[config.mk]
export PLATFORM = sky130hd
export DESIGN_NAME = signed_integer_to_radix_text_unit
export DESIGN_NICKNAME = d
export VERILOG_FILES = /design/src/sv/sirt_pkg.sv /design/src/sv/sirt_ram.sv /design/src/sv/sirt_ctrl.sv /design/src/sv/sirt_dpath.sv /design/src/sv/signed_integer_to_radix_text_unit.sv
export SDC_FILE = /design/constraint.sdc
export NUM_CORES = 1
export LEC_CHECK = 0
export BUFFER_PORTS_ARGS = -buffer_cell sky130_fd_sc_hd__buf_2
export CAP_MARGIN = 20
export CORE_UTILIZATION = 54
export DETAILED_ROUTE_END_ITERATION = 8
export PLACE_DENSITY = 0.81
export SLEW_MARGIN = 20
export SYNTH_ARGS = -nofsm -noshare
export SYNTH_HDL_FRONTEND = slang
export SYNTH_SLANG_ARGS = --single-unit
[constraint.sdc]
create_clock -name clk -period 3.1 [get_ports clk]
set_input_delay 0.155 -clock clk [delete_from_list [all_inputs] [get_ports clk]]
set_output_delay 0.155 -clock clk [all_outputs]
set_load 0.01 [all_outputs]
[src/sv/sirt_pkg.sv]
// sirt_pkg: shared types, constants and the digit-to-character map for the
// signed integer to radix text unit. No dependencies.
package sirt_pkg;

    localparam int DIGIT_W = 6;
    localparam int CHAR_W  = 7;

    localparam logic [DIGIT_W-1:0] BASE_MIN      = 6'd2;
    localparam logic [DIGIT_W-1:0] BASE_MAX      = 6'd36;
    localparam logic [DIGIT_W-1:0] HIGHEST_DIGIT = 6'd35;

    localparam logic [CHAR_W-1:0] CHAR_MINUS = 7'h2d;
    localparam logic [CHAR_W-1:0] CHAR_ZERO  = 7'h30;
    localparam logic [CHAR_W-1:0] CHAR_A     = 7'h61;
    localparam logic [CHAR_W-1:0] CHAR_NONE  = 7'h00;

    // Commands from the controller to the datapath.
    typedef struct packed {
        logic load;       // latch a new value and base, clear the counters
        logic div_step;   // one restoring-division bit
        logic store;      // write the remainder digit, start the next division
        logic rd_en;      // read the digit store at the current top digit
        logic out_sign;   // load '-' into the output register
        logic out_digit;  // load the digit just read, drop the digit count
        logic out_empty;  // load the empty-result beat
    } cmd_t;

    // Status from the datapath to the controller.
    typedef struct packed {
        logic base_ok;
        logic bit_done;
        logic quot_zero;
        logic digits_full;
        logic last_digit;
        logic negative;
        logic out_free;
    } sts_t;

    // Digit table, folded: digits above the highest map to 'z'.
    function automatic logic [CHAR_W-1:0] digit_char(input logic [DIGIT_W-1:0] d);
        logic [DIGIT_W-1:0] dd;
        dd = (d > HIGHEST_DIGIT) ? HIGHEST_DIGIT : d;
        if (dd < 6'd10)
            return CHAR_ZERO + {1'b0, dd};
        else
            return CHAR_A + {1'b0, dd - 6'd10};
    endfunction

endpackage

[src/sv/sirt_ram.sv]
// sirt_ram: generic single-write, single-read RAM with registered read data.
// No dependencies.
module sirt_ram #(
    parameter int WIDTH = 6,
    parameter int DEPTH = 32
) (
    input  logic                     clk,
    input  logic                     wr_en,
    input  logic [$clog2(DEPTH)-1:0] wr_addr,
    input  logic [WIDTH-1:0]         wr_data,
    input  logic                     rd_en,
    input  logic [$clog2(DEPTH)-1:0] rd_addr,
    output logic [WIDTH-1:0]         rd_data
);

    logic [WIDTH-1:0] mem [DEPTH];

    always_ff @(posedge clk)
    begin
        if (wr_en)
        begin
            mem[wr_addr] <= wr_data;
        end
        if (rd_en)
        begin
            rd_data <= mem[rd_addr];
        end
    end

endmodule

[src/sv/sirt_ctrl.sv]
// sirt_ctrl: sequencing state machine for the radix text unit.
// Depends on sirt_pkg (cmd_t, sts_t).
module sirt_ctrl (
    input  logic           clk,
    input  logic           rst_n,
    input  logic           in_valid,
    output logic           in_stall,
    input  sirt_pkg::sts_t sts,
    output sirt_pkg::cmd_t cmd
);

    localparam logic [2:0] ST_IDLE  = 3'd0;
    localparam logic [2:0] ST_BAD   = 3'd1;
    localparam logic [2:0] ST_DIV   = 3'd2;
    localparam logic [2:0] ST_STORE = 3'd3;
    localparam logic [2:0] ST_SIGN  = 3'd4;
    localparam logic [2:0] ST_RD    = 3'd5;
    localparam logic [2:0] ST_EMIT  = 3'd6;

    logic [2:0] state_reg;
    logic [2:0] state_next;

    always_ff @(posedge clk or negedge rst_n)
    begin
        if (!rst_n)
        begin
            state_reg <= ST_IDLE;
        end
        else
        begin
            state_reg <= state_next;
        end
    end

    always_comb
    begin
        state_next = state_reg;
        cmd        = '0;
        case (state_reg)
            ST_IDLE:
            begin
                if (in_valid)
                begin
                    if (sts.base_ok)
                    begin
                        cmd.load   = 1'b1;
                        state_next = ST_DIV;
                    end
                    else
                    begin
                        state_next = ST_BAD;
                    end
                end
            end
            ST_BAD:
            begin
                if (sts.out_free)
                begin
                    cmd.out_empty = 1'b1;
                    state_next    = ST_IDLE;
                end
            end
            ST_DIV:
            begin
                cmd.div_step = 1'b1;
                if (sts.bit_done)
                begin
                    state_next = ST_STORE;
                end
            end
            ST_STORE:
            begin
                cmd.store = 1'b1;
                if (sts.quot_zero || sts.digits_full)
                begin
                    state_next = sts.negative ? ST_SIGN : ST_RD;
                end
                else
                begin
                    state_next = ST_DIV;
                end
            end
            ST_SIGN:
            begin
                if (sts.out_free)
                begin
                    cmd.out_sign = 1'b1;
                    state_next   = ST_RD;
                end
            end
            ST_RD:
            begin
                cmd.rd_en  = 1'b1;
                state_next = ST_EMIT;
            end
            ST_EMIT:
            begin
                if (sts.out_free)
                begin
                    cmd.out_digit = 1'b1;
                    state_next    = sts.last_digit ? ST_IDLE : ST_RD;
                end
            end
            default:
            begin
                state_next = ST_IDLE;
            end
        endcase
    end

    assign in_stall = (state_reg != ST_IDLE);

    // Output loads only happen while the output register is free.
    assert property (@(posedge clk) disable iff (!rst_n)
        (cmd.out_sign || cmd.out_digit || cmd.out_empty) |-> sts.out_free)
        else $error("output register loaded while occupied");

    // A division always ends in a digit store.
    assert property (@(posedge clk) disable iff (!rst_n)
        (cmd.div_step && sts.bit_done) |=> (state_reg == ST_STORE))
        else $error("division finished without storing a digit");

    // Every digit read is followed by its emit state.
    assert property (@(posedge clk) disable iff (!rst_n)
        cmd.rd_en |=> (state_reg == ST_EMIT))
        else $error("digit read not followed by emit");

endmodule

[src/sv/sirt_dpath.sv]
// sirt_dpath: bit-serial divider, digit counters, digit store and output register.
// Depends on sirt_pkg and sirt_ram.
module sirt_dpath #(
    parameter int VALUE_WIDTH = 32,
    parameter int MAX_DIGITS  = 32
) (
    input  logic                              clk,
    input  logic                              rst_n,
    input  logic signed [VALUE_WIDTH-1:0]     value,
    input  logic [sirt_pkg::DIGIT_W-1:0]      base,
    input  sirt_pkg::cmd_t                    cmd,
    output sirt_pkg::sts_t                    sts,
    input  logic                              out_stall,
    output logic                              out_valid,
    output logic [sirt_pkg::CHAR_W-1:0]       character,
    output logic                              is_last,
    output logic                              empty_res
);

    localparam int BW = $clog2(VALUE_WIDTH);
    localparam int CW = $clog2(MAX_DIGITS + 1);
    localparam int AW = $clog2(MAX_DIGITS);
    localparam int DW = sirt_pkg::DIGIT_W;

    logic [VALUE_WIDTH-1:0] quot_reg;
    logic [DW-1:0]          rem_reg;
    logic [DW-1:0]          base_reg;
    logic                   neg_reg;
    logic [BW-1:0]          bit_cnt_reg;
    logic [CW-1:0]          digit_cnt_reg;
    logic                   out_valid_reg;
    logic [sirt_pkg::CHAR_W-1:0] char_reg;
    logic                   last_reg;
    logic                   empty_reg;

    logic [DW:0]            trial;
    logic [DW:0]            diff;
    logic                   ge;
    logic [DW-1:0]          rem_next;
    logic [CW-1:0]          rd_ptr;
    logic [DW-1:0]          rd_digit;
    logic                   out_free;

    // Restoring division step: shift in the next quotient bit.
    assign trial    = {rem_reg, quot_reg[VALUE_WIDTH-1]};
    assign ge       = (trial >= {1'b0, base_reg});
    assign diff     = trial - {1'b0, base_reg};
    assign rem_next = ge ? diff[DW-1:0] : trial[DW-1:0];
    assign rd_ptr   = digit_cnt_reg - CW'(1);
    assign out_free = !out_valid_reg || !out_stall;

    always_ff @(posedge clk)
    begin
        if (cmd.load)
        begin
            quot_reg <= value[VALUE_WIDTH-1] ? (~value + 1'b1) : value;
            rem_reg  <= '0;
            base_reg <= base;
        end
        else if (cmd.div_step)
        begin
            quot_reg <= {quot_reg[VALUE_WIDTH-2:0], ge};
            rem_reg  <= rem_next;
        end
        else if (cmd.store)
        begin
            rem_reg <= '0;
        end
    end

    always_ff @(posedge clk or negedge rst_n)
    begin
        if (!rst_n)
        begin
            neg_reg       <= 1'b0;
            bit_cnt_reg   <= '0;
            digit_cnt_reg <= '0;
        end
        else
        begin
            if (cmd.load)
            begin
                neg_reg       <= value[VALUE_WIDTH-1];
                bit_cnt_reg   <= '0;
                digit_cnt_reg <= '0;
            end
            else if (cmd.div_step)
            begin
                bit_cnt_reg <= bit_cnt_reg + BW'(1);
            end
            else if (cmd.store)
            begin
                bit_cnt_reg   <= '0;
                digit_cnt_reg <= digit_cnt_reg + CW'(1);
            end
            else if (cmd.out_digit)
            begin
                digit_cnt_reg <= rd_ptr;
            end
        end
    end

    sirt_ram #(
        .WIDTH(DW),
        .DEPTH(MAX_DIGITS)
    ) u_digits (
        .clk    (clk),
        .wr_en  (cmd.store),
        .wr_addr(digit_cnt_reg[AW-1:0]),
        .wr_data(rem_reg),
        .rd_en  (cmd.rd_en),
        .rd_addr(rd_ptr[AW-1:0]),
        .rd_data(rd_digit)
    );

    // Output register: hold until taken, reload only when free.
    always_ff @(posedge clk or negedge rst_n)
    begin
        if (!rst_n)
        begin
            out_valid_reg <= 1'b0;
        end
        else if (cmd.out_sign || cmd.out_digit || cmd.out_empty)
        begin
            out_valid_reg <= 1'b1;
        end
        else if (!out_stall)
        begin
            out_valid_reg <= 1'b0;
        end
    end

    always_ff @(posedge clk)
    begin
        if (cmd.out_sign)
        begin
            char_reg  <= sirt_pkg::CHAR_MINUS;
            last_reg  <= 1'b0;
            empty_reg <= 1'b0;
        end
        else if (cmd.out_digit)
        begin
            char_reg  <= sirt_pkg::digit_char(rd_digit);
            last_reg  <= (digit_cnt_reg == CW'(1));
            empty_reg <= 1'b0;
        end
        else if (cmd.out_empty)
        begin
            char_reg  <= sirt_pkg::CHAR_NONE;
            last_reg  <= 1'b1;
            empty_reg <= 1'b1;
        end
    end

    assign out_valid = out_valid_reg;
    assign character = char_reg;
    assign is_last   = last_reg;
    assign empty_res = empty_reg;

    assign sts.base_ok     = (base >= sirt_pkg::BASE_MIN) && (base <= sirt_pkg::BASE_MAX);
    assign sts.bit_done    = (bit_cnt_reg == BW'(VALUE_WIDTH - 1));
    assign sts.quot_zero   = (quot_reg == '0);
    assign sts.digits_full = (digit_cnt_reg == CW'(MAX_DIGITS - 1));
    assign sts.last_digit  = (digit_cnt_reg == CW'(1));
    assign sts.negative    = neg_reg;
    assign sts.out_free    = out_free;

    // The partial remainder stays below the base through every division.
    assert property (@(posedge clk) disable iff (!rst_n)
        cmd.store |-> (rem_reg < base_reg))
        else $error("remainder not below base at digit store");

    // Digit writes stay inside the store.
    assert property (@(posedge clk) disable iff (!rst_n)
        cmd.store |-> (digit_cnt_reg < CW'(MAX_DIGITS)))
        else $error("digit store overflow");

    // A digit is only emitted while digits remain.
    assert property (@(posedge clk) disable iff (!rst_n)
        (cmd.rd_en || cmd.out_digit) |-> (digit_cnt_reg != '0))
        else $error("digit emitted with empty digit count");

endmodule

[src/sv/signed_integer_to_radix_text_unit.sv]
// signed_integer_to_radix_text_unit: top level of the signed integer to radix
// text converter. Depends on sirt_pkg, sirt_ctrl, sirt_dpath (and sirt_ram).
//
//   channel | direction | handshake                 | beat payload
//   --------+-----------+---------------------------+-------------------------------
//   in      | sink      | in_valid / in_stall       | value, base
//   out     | source    | out_valid / out_stall     | character, is_last, empty_res
//
// Sequence: a valid base is loaded, then each digit comes from the shared
// bit-serial divider (one quotient bit a cycle) and goes into the digit
// store; then '-' goes out on a negative value, and each digit is read back
// from the digit store and loaded into the output register, top digit first;
// an invalid base gives only its single empty beat.
// Reset clears the controller and counters; the digit store is not cleared.
// Output stalls hold the output register and pause the emit sequence; the next
// beat is accepted as soon as the last result sits in the output register.
module signed_integer_to_radix_text_unit #(
    parameter int VALUE_WIDTH = 32,
    parameter int MAX_DIGITS  = 32
) (
    input  logic                          clk,
    input  logic                          rst_n,
    input  logic                          in_valid,
    output logic                          in_stall,
    input  logic signed [VALUE_WIDTH-1:0] value,
    input  logic [sirt_pkg::DIGIT_W-1:0]  base,
    output logic                          out_valid,
    input  logic                          out_stall,
    output logic [sirt_pkg::CHAR_W-1:0]   character,
    output logic                          is_last,
    output logic                          empty_res
);

    sirt_pkg::cmd_t cmd;
    sirt_pkg::sts_t sts;

    // Controller: accepts a beat only in idle, then sequences divide and emit.
    sirt_ctrl u_ctrl (
        .clk     (clk),
        .rst_n   (rst_n),
        .in_valid(in_valid),
        .in_stall(in_stall),
        .sts     (sts),
        .cmd     (cmd)
    );

    // Datapath: divider, digit store and the output register.
    sirt_dpath #(
        .VALUE_WIDTH(VALUE_WIDTH),
        .MAX_DIGITS (MAX_DIGITS)
    ) u_dpath (
        .clk      (clk),
        .rst_n    (rst_n),
        .value    (value),
        .base     (base),
        .cmd      (cmd),
        .sts      (sts),
        .out_stall(out_stall),
        .out_valid(out_valid),
        .character(character),
        .is_last  (is_last),
        .empty_res(empty_res)
    );

endmodule

== Word level (Yosys, flattened, before mapping) ==
Memory sizes are Yosys's and may differ from the RTL's. A register that Yosys moved wholly into a read port is not among the register bits.
Index checks and enable logic that the tools add are counted.
Word-level totals
  register bits: 69
  memory bits (writable): 192
  word-level logic and storage cells: 103
  memories kept: 1
Operators by class
  $add $sub $neg: 8
  $lt $le $gt $ge: 5
  eq/ne operators: 16
  multiplexer cells: 43
  bitwise operators: 1
  reduce and logical (&&, ||, !) cells: 18
Memory list
  u_dpath.u_digits.mem: words 32, bits a word 6, read ports 1, clocked after memory_dff 1, wr ports 1, line sirt_ram.sv:16  | logic [WIDTH-1:0] mem [DEPTH];
Operators by type and width (count)
  two-way mux 32 bit: 3
  two-way mux 6 bit: 8
  adder 32 x 1 -> 32 bit, second input constant: 1
  logical NOT 32 bit: 1
  NOT 32 bit: 1
  two-way mux 3 bit: 7
  two-way mux 7 bit: 3
  case mux 3 bit (7 select lines): 1
  two-way mux 1 bit: 17
  two-way mux 5 bit: 3
  inequality test 2 x 1 -> 1 bit, second input constant: 5
  == test 3 bit, second input constant: 3
  nonzero test 3 bit: 3
  adder 6 x 6 -> 7 bit, first input constant: 1
  adder 7 x 6 -> 7 bit, first input constant: 1
  >= comparator 7 x 6 -> 1 bit: 1
  adder 6 x 1 -> 6 bit, second input constant: 1
  == test 3 x 2 -> 1 bit, second input constant: 2
  == test 6 x 1 -> 1 bit, second input constant: 1
  == test 6 x 5 -> 1 bit, second input constant: 1
  >= comparator 6 x 2 -> 1 bit, second input constant: 1
  > comparator 6 bit, second input constant: 1
  <= comparator 6 bit, second input constant: 1
  less-than comparator 6 x 4 -> 1 bit, second input constant: 1
  other kinds (16): 23

== Depth between registers and ports, before layout ==
Gate-level depths: netlist of the first run.
  depth after elaboration: 8
  gate-level depth with buffers: 11
  gate-level depth less buffers: 8

== Cells and area by module ==
From an unflattened synthesis of the first run, not the netlist that was laid out.
Unflattened totals
  cell total of the unflattened synthesis: 823
  area total of the unflattened synthesis: 12129.1 um^2
By module, submodules not included
  sirt_ram: instances 1, cells each 323, area each 7649.8 um^2
  sirt_dpath: instances 1, cells each 461, area each 4181.5 um^2
  sirt_ctrl: instances 1, cells each 39, area each 297.8 um^2

== Worst setup path after synthesis of the first run ==
Ideal clock, no wire load.
  path kind: register to register
  start point: reg u_dpath.digit_cnt_reg[0]
  end point: reg u_dpath.u_digits.rd_data[4], read port of u_dpath.u_digits.mem (data pin)
  setup time: 274 ps
  arrival: 2801 ps
  required time: 2826 ps
  slack: 25 ps
  cell stages (with the launch flop): 12
  cell sequence: dfrtp_1 buf_4 buf_4 buf_2 inv_1 ha_1 clkbuf_1 clkbuf_1 mux4_2 mux2_2 a22oi_1 o211ai_1
On the way
  cells in the longest elaborated chain, start to end: 1
RTL lines
  start, declared: line sirt_dpath.sv:30  | logic [CW-1:0] digit_cnt_reg;
  start signal, assigned: line sirt_dpath.sv:94  | digit_cnt_reg <= digit_cnt_reg + CW'(1);
  start signal, assigned: line sirt_dpath.sv:98  | digit_cnt_reg <= rd_ptr;
  subtractor 6 x 1 -> 6 bit: line sirt_dpath.sv:49  | assign rd_ptr = digit_cnt_reg - CW'(1);
  end, declared: line sirt_ram.sv:13  | output logic [WIDTH-1:0] rd_data
No other way between the ends.
A chain may end at the register's enable or synchronous reset.

== Worst setup path after layout of the first run ==
  start point: reg u_dpath.u_digits.rd_data[3], read port of u_dpath.u_digits.mem
  end point: reg u_dpath.char_reg, in the netlist u_dpath.character[4]
On the way
  cells in the longest elaborated chain, start to end: 6
  elaborated cells on any way between the ends: 8
  classes of those cells: add/sub (3); order compare (2); mux (3)
RTL lines
  > comparator 6 bit: line sirt_pkg.sv:42  | dd = (d > HIGHEST_DIGIT) ? HIGHEST_DIGIT : d;
  two-way mux 6 bit *: line sirt_pkg.sv:42
  subtractor 6 x 4 -> 6 bit: line sirt_pkg.sv:46  | return CHAR_A + {1'b0, dd - 6'd10};
  adder 7 x 6 -> 7 bit: line sirt_pkg.sv:46
  two-way mux 7 bit *: line sirt_pkg.sv:43  | if (dd < 6'd10)
  two-way mux 7 bit *: line sirt_dpath.sv:141  | else if (cmd.out_digit)
  end signal, assigned: line sirt_dpath.sv:137  | char_reg <= sirt_pkg::CHAR_MINUS;
  end signal, assigned: line sirt_dpath.sv:143  | char_reg <= sirt_pkg::digit_char(rd_digit);
  end signal, assigned: line sirt_dpath.sv:149  | char_reg <= sirt_pkg::CHAR_NONE;
  end, declared: line sirt_dpath.sv:32  | logic [sirt_pkg::CHAR_W-1:0] char_reg;
Every way passes the cells marked *; elsewhere a longest branch is shown, timed or not.

==> flow_summary.json, run 1 <==
{
  "status": "completed",
  "avgRoutedWirePerCell_um": 20.7,
  "ys_types": 74,
  "drv_cap": 0,
  "firstDrtPassIters": 5,
  "dpl_cell_area_um2": 13000,
  "cp-start-kind": "flop",
  "clkTransAtPathRegs_ns": 0.07,
  "synth_top_area_share_pct": 57.5,
  "worst_slew_pin_slew_ns": 0.771,
  "largest_register_ffs": 192,
  "crit_required_ns": 3.56,
  "dieArea_um2": 23400,
  "ys_warn_count": 0,
  "htree_levels": 1,
  "slew_headroom_pct": 48.1,
  "grt_antenna_before_repair": 0,
  "core_um2": 22100,
  "syn_area_um2": 12300,
  "cp-startpoint": "u_dpath.u_digits.rd_data[3]",
  "grt_busiest_layer": "met2",
  "io_buffers": 52,
  "syn_area_per_cell_um2": 14.5,
  "grt_pass1_wl_um": 40500,
  "grt_start_max_net_pins": 51,
  "cts_resized": 0,
  "skew_ns": 0.0282,
  "hp-start": "value[21]",
  "rr_startpoint": "u_dpath.u_digits.rd_data[3]",
  "die_width_um": 153,
  "setup_viol": 0,
  "synth_fa_ha_area_share_pct": 1.89,
  "muxShareOfSynthArea_pct": 11.6,
  "gp_congestion": 0.851,
  "grt_use_met1_pct": 30.4,
  "grt_setup_unrepaired": "false",
  "worst_path_largest_cell_delay_ns": 0.53,
  "cts_tree": "built",
  "ys_ff_latch": 267,
  "p_clk_share_pct": 24.7,
  "crit_fanout": 7,
  "first_global_vias": 7419,
  "hold_viol_final": 0,
  "area_growth_pct": 13.2,
  "start_util_pct": 55.8,
  "cts_buffers": 26,
  "grt_usage_pct": 22.1,
  "met2_usage_pct": 37.3,
  "synth-seq-area-share_pct": 63.2,
  "fmax_mhz": 377,
  "vias": 7459,
  "slew_violations": 0,
  "nets": 983,
  "wl_um": 25300,
  "post-route-period-util_pct": 85.5,
  "grt_overflow_total": 0,
  "synth-simple-area-share_pct": 9.18,
  "internal-power_w": 0.00884,
  "min_period_ns": 2.65,
  "die_h_um": 153,
  "synth-async-reset-ratio_pct": 5.99,
  "synthXorXnorAreaFrac_pct": 2.99,
  "pwr-share-seq_pct": 40.1,
  "p_leak_nw": 4.88,
  "p_sw_w": 0.00427,
  "synth-compound-area-share_pct": 8.79,
  "r2r_setup_slack_ns": 0.45,
  "synth_nets": 907,
  "hpwl_um": 16500,
  "power_frac_comb_pct": 35.2,
  "post-place-ws_ns": 0.480,
  "finalWorstSetupSlack_ns": 0.448,
  "crit_slowest_cell": "edfxtp_1",
  "clock-sinks": 267,
  "hold_class": "in -> reg",
  "arrival_ns": 3.12,
  "final_area_um2": 13900,
  "ioPinCount": 53,
  "total_power_w": 0.0131,
  "root_buffer": "clkbuf_16",
  "placementRows": 54,
  "synth_area_leaders": "edfxtp_1, mux4_2, dfrtp_1",
  "tns_ns": 0,
  "drc_errors": 0,
  "grtUsageMet3_pct": 3.15,
  "dr.first_iter.drc_count": 559,
  "synthCells": 847,
  "crit_type": "reg -> reg",
  "synth-edff-count": 236,
  "cp_cell_sequence": "o31a_1 > nor2_1 > ha_1 > or3b_2 > a21oi_1 > a41oi_1 > a211oi_1 > a2bb2oi_1",
  "drive_above_1_share_pct": 23.0,
  "swShare_pct": 32.6,
  "synth_top_family_by_area": "multiplexers",
  "insertion_delay_ns": 0.53,
  "ir_worst_vdd_uv": 663,
  "ant_nets": 0,
  "synth-main-ff-cell": "edfxtp_1",
  "avgViaCountPerCell": 6.10,
  "power_density_nw_per_um2": 940,
  "critPathCaptureType": "flop",
  "synth_top_area_cell": "edfxtp_1",
  "max-clock-path-buffers": 3,
  "antenna_cells": 0
}
worst paths after layout:
check,endpoint,cells after the start
setup / recovery,u_dpath.character[4],8
hold / removal,u_dpath.quot_reg[21],3
setup reg to reg,u_dpath.character[4],8
hold reg to reg,u_dpath.is_last,2
max in group asynchronous,u_dpath.digit_cnt_reg[0],2
min in group asynchronous,u_dpath.digit_cnt_reg[0],2
cells in the final DEF (no fill, tap or decap), drive strengths merged, types with 16 or more instances in the layout:
| cell type | count |
|---|---|
| a21oi | 49 |
| buf | 83 |
| clkbuf | 31 |
| dfrtp | 16 |
| edfxtp | 236 |
| ha | 17 |
| inv | 23 |
| mux2 | 21 |
| mux4 | 48 |
| nand2 | 41 |
| nor2 | 86 |
| nor3 | 18 |
| o21ai | 21 |
| xor2 | 34 |
power by group through the flow:
stage / Combinational, W / Sequential (W) / Clock [W]
floorplan: 0.00316 / 0.00540 / 0
global placement: 0.00445 / 0.00529 / 0
detailed placement: 0.00458 / 0.00530 / 0
CTS: 0.00464 / 0.00524 / 0.00325
global route: 0.00500 / 0.00531 / 0.00339
finish: 0.00462 / 0.00525 / 0.00323
kinds of logic (layout without fill, tap and decap cells):
group,count (synthesis),after routing
adder cells (fa/ha/maj),18,18
AO/OA/AOI/OAI,158,158
AND/OR/NAND/NOR,217,217
multiplexers,80,80
flip-flops,267,267
buffers and inverters,65,160
XOR/XNOR,42,42
worst max-delay path: cells and delay by family (launching register included):
kind,cells,cell delay [ns]
and+or+nand+nor,2,0.71
DFF,1,0.53
adders and majority gates,1,0.33
AOI/OAI and AO/OA,5,1.03
repair_timing:
| action | in CTS | in global routing |
|---|---|---|
| buffers inserted | 0 | 0 |
| hold buffers | 7 | 0 |
| endpoints found under the hold margin | 22 | 0 |
stage by stage:
step | utilization (%) | std cells | hold slack, ns
6_report | 63.1 | 1222 | 0.0387
3_3_place_gp | 58.8 | 1168 | 0.0981
4_1_cts | 63.1 | 1222 | 0.0282
5_1_grt | 63.1 | 1222 | 0.0425
2_1_floorplan | - | 847 | -0.141
3_5_place_dp | 58.8 | 1168 | 0.0925
cell usage after synthesis, drive strengths merged (6+ instances only):
library cell  instances
mux2i                11
a22oi                 9
xnor2                 8
edfxtp              236
nand2b               11
clkbuf               16
o21ai                21
nor2                 86
dfrtp                16
dfxtp                15
inv                  23
o41ai                 6
nand3                 7
nor4                 12
buf                  26
xor2                 34
nor3                 18
o211ai               13
o31ai                15
mux4                 48
nand2                41
a21oi                49
ha                   17
mux2                 21
a211oi                7
layer usage:
layer	wire [um]	share of wire (%)
met3	1480	5.8
met2	12600	50
met1	10800	43
met4	507	2.0
met5	0	0
area by class of cell:
| class | count | area [um^2] |
|---|---|---|
| fillers | 1535 | 8150 |
| flip-flops and latches | 267 | 7790 |
| multi-input cells | 515 | 4250 |
| clock buffers | 31 | 679 |
| repair buffers | 90 | 588 |
| well taps | 280 | 350 |
| clock inverters | 16 | 196 |
| inverters | 23 | 86.3 |
Power figures use the tool's default switching activity.
==> inputs of run 2 (changes only) <==
--- a/config.mk
+++ b/config.mk
@@ -7,9 +7,9 @@
 export LEC_CHECK = 0
 export BUFFER_PORTS_ARGS = -buffer_cell sky130_fd_sc_hd__buf_2
 export CAP_MARGIN = 20
-export CORE_UTILIZATION = 54
+export CORE_UTILIZATION = 45
 export DETAILED_ROUTE_END_ITERATION = 8
-export PLACE_DENSITY = 0.81
+export PLACE_DENSITY = 0.71
 export SLEW_MARGIN = 20
 export SYNTH_ARGS = -nofsm -noshare
 export SYNTH_HDL_FRONTEND = slang
==> run 2 against run 1 <==
Final cell count up 5.4%. Global-route usage down 3.8 points. Design area is 0.91% higher. Clock power rose by 2%. Worst setup slack better by 0.052 ns. Count of clock-buffer cells in the layout is 5 higher. Worst hold slack worse by 0.018 ns. First-iteration DRC count up 28%. Critical path depth is the same. Non-clock buffer count unchanged. Register-to-register slack improved by 0.05 ns. Via count is 1.6% lower. Critical endpoint unchanged. Largest cell class unchanged.
==> flow_summary.json, run 2 (synthesized netlist as in run 1, its figures left out) <==
{
  "status": "completed",
  "ant_nets": 0,
  "hold_class": "in -> reg",
  "gp_congestion": 0.825,
  "tns_ns": 0,
  "wl_um": 25200,
  "crit_family": "compound AO/OA/AOI/OAI gates",
  "dieArea_um2": 28000,
  "grt_overflow_total": 0,
  "cts_resized": 0,
  "worst_path_largest_cell_delay_ns": 0.52,
  "critPathCaptureType": "flop",
  "grt_start_max_net_pins": 56,
  "cts_tree": "built",
  "die_width_um": 167,
  "p_leak_nw": 4.92,
  "slew_violations": 0,
  "first_global_vias": 7290,
  "postCtsSetupBuffers": 0,
  "core_um2": 26900,
  "total_power_w": 0.0132,
  "cp-start-kind": "flop",
  "grt_pass1_wl_um": 40600,
  "worst_slew_pin_slew_ns": 0.727,
  "fmax_mhz": 385,
  "htree_levels": 1,
  "cp.buffers_inverters": 0,
  "mostFrequentLayoutCells": "edfxtp_1, nor2_1, buf_2",
  "max-clock-path-buffers": 3,
  "start_util_pct": 45.8,
  "die_h_um": 167,
  "cts_buffers": 28,
  "avgViaCountPerCell": 5.70,
  "avgRoutedWirePerCell_um": 19.6,
  "firstDrtPassIters": 5,
  "crit_slowest_cell": "edfxtp_1",
  "slew_headroom_pct": 51.0,
  "power_density_nw_per_um2": 940,
  "root_buffer": "clkbuf_16",
  "postCtsHoldBufs": 7,
  "hold_viol_final": 0,
  "drv_cap": 0,
  "nets": 985,
  "grt_antenna_before_repair": 0,
  "final_common_cell": "edfxtp_1",
  "setup_viol": 0,
  "crit_type": "reg -> reg",
  "ioPinCount": 53,
  "placementRows": 60,
  "grt_setup_unrepaired": "false",
  "drive_above_1_share_pct": 23.4,
  "io_buffers": 52,
  "drc_errors": 0,
  "dr.first_iter.drc_count": 715,
  "clock-sinks": 267,
  "arrival_ns": 3.09,
  "grt_usage_pct": 18.3,
  "hpwl_um": 16800,
  "ir_worst_vdd_uv": 597,
  "skew_ns": 0.0297,
  "min_period_ns": 2.60,
  "antenna_cells": 0,
  "crit_fanout": 9,
  "area_growth_pct": 14.2,
  "insertion_delay_ns": 0.56,
  "clkTransAtPathRegs_ns": 0.06,
  "vias": 7337,
  "crit_required_ns": 3.59,
  "post-route-period-util_pct": 83.9,
  "cp_cell_sequence": "o31a_1 > nor2_1 > ha_1 > or3b_2 > a21oi_1 > a41oi_1 > a211oi_1 > a2bb2oi_1",
  "largest_register_ffs": 192
}
[run 2: cell types whose count changed in the layout (fill, tap and decap cells not counted)]
cell        delta
clkinv_2       +4
clkinv_8       -1
bufinv_16      -2
clkinv_16      +1
clkbuf_8       +3
clkbuf_16      +2
clkinvlp_4     -2
[run 2: worst paths after layout]
path / slack [ns] / endpoint / from / cells past startpoint
worst max-delay path: 0.50 / u_dpath.character[4] / u_dpath.u_digits.rd_data[4] / 8
min in group asynchronous: 0.06 / u_dpath.digit_cnt_reg[2] / rst_n / 2
max in group asynchronous: 2.69 / u_dpath.digit_cnt_reg[0] / rst_n / 2
worst min register to register: 0.45 / u_dpath.is_last / u_dpath.is_last / 2
worst min-delay path: 0.02 / u_dpath.quot_reg[0] / value[0] / 3
worst max register to register: 0.50 / u_dpath.character[4] / u_dpath.u_digits.rd_data[4] / 8
[run 2: power by group]
group	switching, W	internal (W)	total, W	leakage [nW]
logic	0.00264	0.00206	0.00470	1.96
registers	0.000314	0.00491	0.00523	2.50
clock network	0.00137	0.00193	0.00330	0.462
[run 2: area by class of cell]
class / count / area (um^2)
Sequential cell: 267 / 7790
Multi-Input combinational cell: 515 / 4250
Fill cell: 2201 / 12800
Clock buffer: 36 / 771
Timing Repair Buffer: 90 / 588
Tap cell: 341 / 427
Inverter: 23 / 86.3
Clock inverter: 16 / 155
[run 2: layer usage]
layer / vias up / global-route usage (%) / part of all wire (%)
li1: 3454 / - / -
met1: 3667 / 26.4 / 46
met2: 187 / 29.8 / 49
met3: 29 / 2.34 / 4.2
met4: 0 / 4.03 / 1.4
met5: - / 0 / 0
[run 2: worst register-to-register path, stage by stage (launching register included)]
cell       delay [ns]
edfxtp_1         0.52
o31a_1           0.32
nor2_1           0.24
ha_1             0.33
or3b_2           0.48
a21oi_1          0.16
a41oi_1          0.06
a211oi_1         0.26
a2bb2oi_1        0.17
[run 2: per-stage QoR]
| step | hold slack (ns) | instances | setup slack, ns | cell area, um^2 | utilization (%) |
|---|---|---|---|---|---|
| 2_1_floorplan | -0.141 | 847 | 0.0249 | 12300 | - |
| 3_3_place_gp | 0.104 | 1229 | 0.575 | 13100 | 48.7 |
| 3_5_place_dp | 0.104 | 1229 | 0.529 | 13100 | 48.7 |
| 4_1_cts | 0.00555 | 1288 | 0.480 | 14100 | 52.4 |
| 5_1_grt | 0.0212 | 1288 | 0.283 | 14100 | 52.4 |
| 6_report | 0.0209 | 1288 | 0.500 | 14100 | 52.4 |
